### src/hw/rtl/bdlc_pkg.sv
// shared types and constants for the button debounce and press counter
package bdlc_pkg;

  localparam int NUM_BUTTONS  = 20;
  localparam int IDX_W        = (NUM_BUTTONS > 1) ? $clog2(NUM_BUTTONS) : 1;
  localparam int LEVELS_W     = 20;
  localparam int ID_W         = 5;
  localparam int CFG_IDX_W    = 2;
  localparam int CFG_DATA_W   = 16;

  localparam logic [7:0] DEBOUNCE_MAX = 8'd255;

  // configuration register indexes
  localparam logic [CFG_IDX_W-1:0] REG_SCAN_PERIOD = 2'd0;
  localparam logic [CFG_IDX_W-1:0] REG_LOCKOUT     = 2'd1;
  localparam logic [CFG_IDX_W-1:0] REG_THRESHOLD   = 2'd2;

  localparam logic [15:0] SCAN_PERIOD_RESET = 16'd5;
  localparam logic [15:0] LOCKOUT_RESET     = 16'd2500;
  localparam logic [7:0]  THRESHOLD_RESET   = 8'd2;

  // request and result codes
  localparam logic ACTION_SCAN = 1'b0;
  localparam logic ACTION_READ = 1'b1;
  localparam logic KIND_EVENT  = 1'b0;
  localparam logic KIND_READ   = 1'b1;

  typedef struct packed {
    logic                action;
    logic [31:0]         now_ms;
    logic [LEVELS_W-1:0] levels;
    logic [ID_W-1:0]     button_index;
  } bdlc_in_t;

  typedef struct packed {
    logic            kind;
    logic [ID_W-1:0] button_id;
    logic [31:0]     press_count;
    logic            last;
  } bdlc_out_t;

  // one per-button memory word
  typedef struct packed {
    logic [31:0] presses;
    logic [31:0] start;
    logic        active;
    logic [7:0]  count;
  } bdlc_entry_t;

endpackage

### src/hw/rtl/bdlc_ram.sv
// per-button state memory, one write port and one registered read port
module bdlc_ram
  import bdlc_pkg::*;
(
  input  logic              clk,
  input  logic              we,
  input  logic [IDX_W-1:0]  waddr,
  input  bdlc_entry_t       wdata,
  input  logic [IDX_W-1:0]  raddr,
  output bdlc_entry_t       rdata
);

  bdlc_entry_t mem [NUM_BUTTONS];

  always_ff @(posedge clk) begin
    if (we) begin
      mem[waddr] <= wdata;
    end
  end

  always_ff @(posedge clk) begin
    rdata <= mem[raddr];
  end

endmodule

### src/hw/rtl/button_debounce_lockout_counter_top.sv
// top level of the button debounce, lockout and press counter
//
// A scan request (action 0) is acted on only when now_ms minus the last
// acted-on scan time exceeds scan_period_ms. It then walks the per-button
// memory one entry per cycle unless stalled, updating the debounce count,
// starting and completing lockouts, and emitting one event per completed
// lockout in ascending button order, the final one flagged last. A read
// request (action 1) returns one button's press count. An acted-on scan
// walks the entries one at a time, as set by the single read and write port
// of the state memory, then hands the final result to the output register
// before the next request can be taken. A dropped scan leaves the block
// idle; a read passes through a response step and the final hand-off. The
// walk stalls whenever a new event finds one already parked and the output
// register not taken, and the final hand-off waits for the output register
// to be free. A new request is taken only once the previous one is finished.
// Per-entry valid bits, cleared by reset, make unwritten entries read as
// zero but for the start time, unused until a lockout sets it, so no
// clearing pass is needed. Configuration is written through cfg_we /
// cfg_index / cfg_data while the block is idle, which the user must ensure.
module button_debounce_lockout_counter_top
  import bdlc_pkg::*;
(
  input  logic                  clk,
  input  logic                  rst,
  input  logic                  in_valid,
  output logic                  in_stall,
  input  bdlc_in_t              in_data,
  output logic                  out_valid,
  input  logic                  out_stall,
  output bdlc_out_t             out_data,
  input  logic                  cfg_we,
  input  logic [CFG_IDX_W-1:0]  cfg_index,
  input  logic [CFG_DATA_W-1:0] cfg_data
);

  typedef enum logic [1:0] {IDLE, SCAN, RESP, FLUSH} state_t;

  state_t state;

  // configuration registers
  logic [15:0] scan_period_ms;
  logic [15:0] lockout_ms;
  logic [7:0]  press_threshold;

  // scan context
  logic [31:0]            last_scan_time;
  logic [31:0]            scan_now;
  logic [NUM_BUTTONS-1:0] scan_levels;
  logic [IDX_W-1:0]       idx;
  logic [ID_W-1:0]        read_id;
  logic                   read_ok;
  logic [NUM_BUTTONS-1:0] entry_valid;

  // one event held back until we know whether another follows
  logic      pend_v;
  bdlc_out_t pend;

  // memory interface
  logic         mem_we;
  logic [IDX_W-1:0] mem_raddr;
  bdlc_entry_t  mem_rdata;
  bdlc_entry_t  cur;
  bdlc_entry_t  upd;

  logic        in_accept;
  logic        out_free;
  logic        scan_due;
  logic        emit;
  logic        hold;
  logic        idx_last;
  logic [7:0]  cnt_new;
  logic        rd_in_range;
  logic [31:0] elapsed;
  logic        out_load;
  logic        out_last;

  assign in_stall  = (state != IDLE);
  assign in_accept = in_valid && !in_stall;
  assign out_free  = !out_valid || !out_stall;
  assign scan_due  = (in_data.now_ms - last_scan_time) > {16'd0, scan_period_ms};
  assign idx_last  = (idx == IDX_W'(NUM_BUTTONS - 1));
  assign rd_in_range = ({1'b0, in_data.button_index} < (ID_W + 1)'(NUM_BUTTONS));

  // entry on the read port, zero but for start where never written
  always_comb begin
    cur = entry_valid[idx] ? mem_rdata : '0;
    if (!entry_valid[idx]) begin
      cur.start = mem_rdata.start;
    end
  end

  // per-button update: debounce, lockout start, lockout completion
  always_comb begin
    upd = cur;
    if (!scan_levels[idx]) begin
      cnt_new = 8'd0;
    end else if (cur.count == DEBOUNCE_MAX) begin
      cnt_new = DEBOUNCE_MAX;
    end else begin
      cnt_new = cur.count + 8'd1;
    end
    upd.count = cnt_new;
    elapsed   = scan_now - cur.start;
    emit      = 1'b0;
    if (cur.active) begin
      // a lockout started in this scan cannot complete in it
      if (elapsed > {16'd0, lockout_ms}) begin
        emit        = 1'b1;
        upd.active  = 1'b0;
        upd.presses = cur.presses + 32'd1;
      end
    end else if (cnt_new > press_threshold) begin
      upd.active = 1'b1;
      upd.start  = scan_now;
    end
  end

  // a second event cannot be parked while the output register is full
  assign hold   = (state == SCAN) && emit && pend_v && !out_free;
  assign mem_we = (state == SCAN) && !hold;

  // the parked event moves out when a newer one replaces it (not the final
  // one) or at the end of the request (the final one)
  assign out_load = ((state == SCAN) && !hold && emit && pend_v) ||
                    ((state == FLUSH) && pend_v && out_free);
  assign out_last = (state == FLUSH);

  always_comb begin
    case (state)
      IDLE: begin
        if (in_data.action == ACTION_READ && rd_in_range) begin
          mem_raddr = in_data.button_index[IDX_W-1:0];
        end else begin
          mem_raddr = '0;
        end
      end
      SCAN: begin
        if (hold || idx_last) begin
          mem_raddr = idx;
        end else begin
          mem_raddr = idx + 1'b1;
        end
      end
      default: mem_raddr = idx;
    endcase
  end

  bdlc_ram u_ram (
    .clk   (clk),
    .we    (mem_we),
    .waddr (idx),
    .wdata (upd),
    .raddr (mem_raddr),
    .rdata (mem_rdata)
  );

  // configuration writes
  always_ff @(posedge clk) begin
    if (rst) begin
      scan_period_ms  <= SCAN_PERIOD_RESET;
      lockout_ms      <= LOCKOUT_RESET;
      press_threshold <= THRESHOLD_RESET;
    end else if (cfg_we) begin
      case (cfg_index)
        REG_SCAN_PERIOD: scan_period_ms  <= cfg_data;
        REG_LOCKOUT:     lockout_ms      <= cfg_data;
        REG_THRESHOLD:   press_threshold <= cfg_data[7:0];
        default: ;
      endcase
    end
  end

  // output register
  always_ff @(posedge clk) begin
    if (rst) begin
      out_valid <= 1'b0;
    end else if (out_load) begin
      out_valid <= 1'b1;
    end else if (!out_stall) begin
      out_valid <= 1'b0;
    end
  end

  always_ff @(posedge clk) begin
    if (out_load) begin
      out_data <= '{pend.kind, pend.button_id, pend.press_count, out_last};
    end
  end

  // sequencer and event buffering
  always_ff @(posedge clk) begin
    if (rst) begin
      state          <= IDLE;
      last_scan_time <= '0;
      entry_valid    <= '0;
      pend_v         <= 1'b0;
      idx            <= '0;
    end else begin
      case (state)
        IDLE: begin
          if (in_accept) begin
            if (in_data.action == ACTION_READ) begin
              read_id <= in_data.button_index;
              read_ok <= rd_in_range;
              idx     <= rd_in_range ? in_data.button_index[IDX_W-1:0] : '0;
              state   <= RESP;
            end else if (scan_due) begin
              last_scan_time <= in_data.now_ms;
              scan_now       <= in_data.now_ms;
              scan_levels    <= NUM_BUTTONS'(in_data.levels);
              idx            <= '0;
              state          <= SCAN;
            end
          end
        end
        SCAN: begin
          if (!hold) begin
            entry_valid[idx] <= 1'b1;
            if (emit) begin
              pend_v <= 1'b1;
              pend   <= '{KIND_EVENT, ID_W'(idx), upd.presses, 1'b0};
            end
            if (idx_last) begin
              state <= FLUSH;
            end else begin
              idx <= idx + 1'b1;
            end
          end
        end
        RESP: begin
          pend_v <= 1'b1;
          pend   <= '{KIND_READ, read_id,
                      (read_ok && entry_valid[idx]) ? mem_rdata.presses : 32'd0, 1'b0};
          state  <= FLUSH;
        end
        FLUSH: begin
          if (!pend_v) begin
            state <= IDLE;
          end else if (out_free) begin
            pend_v <= 1'b0;
            state  <= IDLE;
          end
        end
        default: state <= IDLE;
      endcase
    end
  end

endmodule

### config.mk
export PLATFORM = sky130hd
export DESIGN_NAME = button_debounce_lockout_counter_top
export DESIGN_NICKNAME = d
export VERILOG_FILES = /design/src/hw/rtl/bdlc_pkg.sv /design/src/hw/rtl/bdlc_ram.sv /design/src/hw/rtl/button_debounce_lockout_counter_top.sv
export SDC_FILE = /design/constraint.sdc
export NUM_CORES = 2
export LEC_CHECK = 0
export BUFFER_PORTS_ARGS = -buffer_cell sky130_fd_sc_hd__clkbuf_2
export CAP_MARGIN = 0
export CORE_MARGIN = 1
export CORE_UTILIZATION = 60
export DETAILED_ROUTE_END_ITERATION = 10
export GPL_ROUTABILITY_DRIVEN = 0
export PLACE_DENSITY = 0.82
export SLEW_MARGIN = 0
export SYNTH_ARGS = -nofsm -noshare
export SYNTH_HDL_FRONTEND = slang
export SYNTH_SLANG_ARGS = --single-unit
### constraint.sdc
create_clock -name clk -period 25.3 [get_ports clk]
set_input_delay 6.325 -clock clk [delete_from_list [all_inputs] [get_ports clk]]
set_output_delay 6.325 -clock clk [all_outputs]
set_load 0.02 [all_outputs]
==> flow_results.org <==
** Run status
- The flow ran to the end, and the final reports show no timing, DRC or antenna violations.

** Drt
- Post-detailed-route via-to-cell ratio :: 6.56
- For this run, design rule violations remaining after detail routing come to 0.
- Post-DR wirelength/cell :: 27.1 microns
- The first detailed-routing pass took 9 iterations.
- Wires add up to 189000 microns.
- Detailed router's first-iteration violation count :: 6428
- Once detail routing completed, the nets flagged for antenna violations numbered 0.
- For this block, the via count after detailed routing is 45651.

** Clock tree
- TritonCTS Buffers :: 169
- Clock tree from TritonCTS :: built
- Buffers from clock root to sink, at most :: 3
- The clock reaches the later pin of the worst-skew pair after 810 ps.
- Total number of H-tree levels :: 4
- Buffers added to address setup during post-CTS repair amount to 0.
- The cell sitting at the root of the clock tree is a sky130_fd_sc_hd__clkbuf_16.
- CTS saw 1769 sinks.
- CTS clk-pin slew, worst paths :: 60 ps
- After clock tree synthesis, the flow added hold-fix buffers numbering 0.
- Number of resized instances in the post-cts repair step :: 0

** GRT
- Tot GR Track Use :: 0.299
- Total congestion overflow after global routing :: 0
- Via count of the first global-routing pass :: 44871
- Global-route wire length before repair :: 278000 microns
- The initial antenna violation count is 3.
- Entering global routing, the biggest net connects 161 pins.

** Final layout
- Counting the fill cells in the layout gives 7786.
- For this run, the post-layout net count is 5383.
- Utilization after layout :: 0.672
- Layout overhead on the synthesized area :: 10.8%
- Fraction of layout cells with a size suffix above 1 :: 0.106

** Synthesis
- Among all flip-flop cells after synthesis, the most frequent one is sky130_fd_sc_hd__edfxtp_1.
- Counting flops and latches in the post-synthesis netlist gives 1769.
- Synth Instances :: 5076
- Leading post-synthesis cells by cell area :: sky130_fd_sc_hd__edfxtp_1 (65%), sky130_fd_sc_hd__mux2i_1 (10%), sky130_fd_sc_hd__dfxtp_1 (4.7%)
- Syn. warnings :: 0
- The cell area that synthesis handed to floorplanning was 0.0739 sq mm.
- Yosys cell types :: 86
- Number of synthesized flops with an enable pin :: 1595
- Counting flops with an async set or reset pin after synthesis yields a share of 0.
- Portion of synthesized cell area occupied by the leading cell type :: 0.648
- Synthesized net count :: 5271
- The largest total area in the synthesized netlist belongs to sky130_fd_sc_hd__edfxtp_1.
- For this run, the register share of the synthesized area comes to 0.696.
- Synthesized area per cell :: 14.6 sq um

** STA
- Min Tclk post-route :: 10950 ps
- Normalized max-slew margin :: 0.0498
- Setup total negative slack on the finished layout was measured at 0 ps.
- At the pin with the least slew margin, the transition time is 1420 ps.
- Max-slew violation total from the final report :: 0
- Largest clock skew in the final design :: 36.5 ps
- Setup repair after global routing left no endpoint under its margin.
- The number of hold-slack violations in the final timing report was 0.
- Derived from the worst setup path, the maximum achievable clock frequency is 91.3 MHz.
- Dividing the final minimum period by the clock period gives 0.433.
- Setup violations remaining at the end of the flow were counted as 0.

** Placement
- The count of buffers added on input and output ports is 121.
- Hpwl dp :: 102000 microns

** Power
- For this design the ratio of total power to cell area is 121 mW/mm^2.
- Sum of internal, switching and leakage power :: 9.94 mW
- Maximum VDD drop :: 0.201 mV
- Pleak :: 30.1 nW

** Floorplan
- Vertical die dimension :: 353 microns
- The floorplan has 128 rows.
- The region available for standard cell placement spans 0.122 sq mm.
- Die area :: 0.125 sq mm
- The initial utilization of the core area, before any placement, comes to 0.606.
- I/O pin cnt :: 122
- Horiz. Die Dim :: 353 microns

** Worst setup path
- Kind of start point of the critical path :: input port
- Worst setup EP type :: flip-flop
- Worst Path Max Fanout :: 32
- STA puts the critical path data arrival time at 11600 ps.
- The worst setup path is of the in2reg kind.
- STA puts the critical path data required time at 25960 ps.

** Job
- Across the run, the number of max-cap violations was 0.

** Hold path
- The tightest min-delay check is of the reg2reg type.
==> critical path, stage by stage <==
cell and delay (ps):
sky130_fd_sc_hd__clkbuf_2 120, sky130_fd_sc_hd__ha_1 280, sky130_fd_sc_hd__nor2b_1 140, sky130_fd_sc_hd__o21ai_0 220, sky130_fd_sc_hd__a21boi_0 220, sky130_fd_sc_hd__o21ai_0 340
sky130_fd_sc_hd__nor2_1 70, sky130_fd_sc_hd__o21ai_0 180, sky130_fd_sc_hd__nand2b_1 90, sky130_fd_sc_hd__and2_1 170, sky130_fd_sc_hd__o21ai_0 140, sky130_fd_sc_hd__nand2_1 100
sky130_fd_sc_hd__a21oi_1 150, sky130_fd_sc_hd__o21bai_1 90, sky130_fd_sc_hd__xor2_1 160, sky130_fd_sc_hd__ha_1 290, sky130_fd_sc_hd__a21oi_1 140, sky130_fd_sc_hd__nor2b_1 60
sky130_fd_sc_hd__o21ai_0 160, sky130_fd_sc_hd__o211ai_1 130, sky130_fd_sc_hd__a21oi_1 140, sky130_fd_sc_hd__o21ai_0 90, sky130_fd_sc_hd__a2111oi_0 590, sky130_fd_sc_hd__nand3_1 180
sky130_fd_sc_hd__nand3_2 160, sky130_fd_sc_hd__buf_4 490, sky130_fd_sc_hd__mux2i_1 280, sky130_fd_sc_hd__nor2_1 60
==> cell usage after synthesis (11+ instances only) <==
library cell / instances
sky130_fd_sc_hd__a211oi_1: 12
sky130_fd_sc_hd__a21o_1: 29
sky130_fd_sc_hd__a21oi_1: 128
sky130_fd_sc_hd__a22oi_1: 80
sky130_fd_sc_hd__a31oi_1: 15
sky130_fd_sc_hd__a32oi_1: 72
sky130_fd_sc_hd__and3_1: 21
sky130_fd_sc_hd__buf_1: 14
sky130_fd_sc_hd__buf_2: 81
sky130_fd_sc_hd__buf_4: 13
sky130_fd_sc_hd__clkbuf_1: 156
sky130_fd_sc_hd__dfxtp_1: 174
sky130_fd_sc_hd__edfxtp_1: 1595
sky130_fd_sc_hd__ha_1: 112
sky130_fd_sc_hd__inv_1: 148
sky130_fd_sc_hd__mux2_2: 38
sky130_fd_sc_hd__mux2i_1: 768
sky130_fd_sc_hd__mux4_2: 11
sky130_fd_sc_hd__nand2_1: 607
sky130_fd_sc_hd__nand2b_1: 23
sky130_fd_sc_hd__nand3_1: 118
sky130_fd_sc_hd__nand4_1: 31
sky130_fd_sc_hd__nor2_1: 206
sky130_fd_sc_hd__nor2b_1: 21
sky130_fd_sc_hd__nor3_1: 23
sky130_fd_sc_hd__o21a_1: 15
sky130_fd_sc_hd__o21ai_0: 155
sky130_fd_sc_hd__o221a_1: 72
sky130_fd_sc_hd__o22ai_1: 79
sky130_fd_sc_hd__or3_1: 18
sky130_fd_sc_hd__xnor2_1: 35
sky130_fd_sc_hd__xor2_1: 35
==> sequential cells by signal, summed over array words and instances (netlist names) <==
| register | cells |
|---|---|
| entry_valid | 20 |
| idx | 5 |
| last_scan_time | 32 |
| lockout_ms | 16 |
| out_data | 39 |
| out_valid | 1 |
| pend | 38 |
| pend_v | 1 |
| press_threshold | 8 |
| read_id | 5 |
| read_ok | 1 |
| scan_levels | 20 |
| scan_now | 32 |
| scan_period_ms | 16 |
| state | 2 |
| u_ram.mem | 1460 |
| u_ram.rdata | 73 |
==> routing by layer <==
metal | wire length [microns] | up-vias | track usage | share of wire
met5 | 0 | - | 0 | 0
met4 | 9080 | 0 | 0.149 | 0.048
met3 | 19800 | 574 | 0.0485 | 0.10
met2 | 90700 | 2986 | 0.486 | 0.48
met1 | 69100 | 22534 | 0.392 | 0.37
li1 | - | 19557 | - | -
==> layout by cell type (no fill, tap or decap), types with 10 or more instances in the layout <==
cell type,Yosys,layout
sky130_fd_sc_hd__a21oi_1,128,128
sky130_fd_sc_hd__or3_1,18,18
sky130_fd_sc_hd__clkinv_2,0,31
sky130_fd_sc_hd__o21ai_0,155,154
sky130_fd_sc_hd__dfxtp_1,174,174
sky130_fd_sc_hd__mux2_2,38,38
sky130_fd_sc_hd__o22ai_1,79,79
sky130_fd_sc_hd__clkbuf_16,0,174
sky130_fd_sc_hd__and3_1,21,21
sky130_fd_sc_hd__nor2_1,206,190
sky130_fd_sc_hd__nand4_1,31,31
sky130_fd_sc_hd__xnor2_1,35,34
sky130_fd_sc_hd__o211ai_1,10,10
sky130_fd_sc_hd__nand2b_1,23,23
sky130_fd_sc_hd__ha_1,112,111
sky130_fd_sc_hd__clkbuf_8,0,20
sky130_fd_sc_hd__edfxtp_1,1595,1595
sky130_fd_sc_hd__clkbuf_2,0,120
sky130_fd_sc_hd__buf_4,13,89
sky130_fd_sc_hd__mux2i_1,768,768
sky130_fd_sc_hd__bufinv_16,0,11
sky130_fd_sc_hd__mux4_2,11,11
sky130_fd_sc_hd__inv_1,148,147
sky130_fd_sc_hd__o31ai_1,10,10
sky130_fd_sc_hd__nor3_1,23,18
sky130_fd_sc_hd__a211oi_1,12,12
sky130_fd_sc_hd__xor2_1,35,35
sky130_fd_sc_hd__clkinv_1,1,14
sky130_fd_sc_hd__a21o_1,29,29
sky130_fd_sc_hd__a32oi_1,72,72
sky130_fd_sc_hd__nor2b_1,21,21
sky130_fd_sc_hd__clkbuf_1,156,53
sky130_fd_sc_hd__a22oi_1,80,79
sky130_fd_sc_hd__a31oi_1,15,15
sky130_fd_sc_hd__nand2_1,607,607
sky130_fd_sc_hd__o21a_1,15,15
sky130_fd_sc_hd__nand3_1,118,117
sky130_fd_sc_hd__nor2_4,0,16
sky130_fd_sc_hd__o221a_1,72,72
==> logic make-up after synthesis <==
family                   after synthesis  share of synthesized area
AO/OA/AOI/OAI                        770                     0.0738
XOR/XNOR                              70                    0.00830
adder cells (fa/ha/maj)              114                     0.0195
buffers and inverters                421                     0.0242
flip-flops                          1769                      0.696
multiplexers                         817                      0.113
AND/OR/NAND/NOR                     1115                     0.0653
==> layout make-up <==
class	count	area (sq um)	area share
well taps	1625	2030	0.0248
repair buffers	213	1350	0.0165
diodes	1	2.50	0.0000306
clock buffers	247	4830	0.0590
flip-flops and latches	1769	51400	0.628
clock inverters	68	744	0.00909
multi-input cells	2886	21000	0.256
inverters	149	559	0.00683
==> stage by stage <==
step | hold slack, ps | cells | setup slack, ps | instance area (sq um)
after floorplan | 400 | 5076 | 9890 | 73900
after global placement | 403 | 6642 | 13810 | 76300
after detailed placement | 405 | 6642 | 13790 | 76300
after CTS | 420 | 6957 | 14590 | 81900
after global routing | 433 | 6958 | 13910 | 81900
final | 419 | 6958 | 14350 | 81900
==> final timing paths <==
check | startpoint | end | slack (ps) | cells after the start
max reg2reg | scan_now[0] | u_ram.rdata[58] | 16570 | 25
min | pend[35] | out_data[35] | 420 | 0
max | in_data[26] | last_scan_time[13] | 14350 | 28
min reg2reg | pend[35] | out_data[35] | 420 | 0
==> power breakdown <==
part           total [mW]  leakage, nW  internal, mW  switching [mW]
Sequential           3.86         16.1          3.74           0.121
Combinational        3.55         11.3          1.30            2.26
Clock                2.52         2.74          1.45            1.08
Total                9.94         30.1          6.48            3.46
Power figures use the tool's default switching activity.
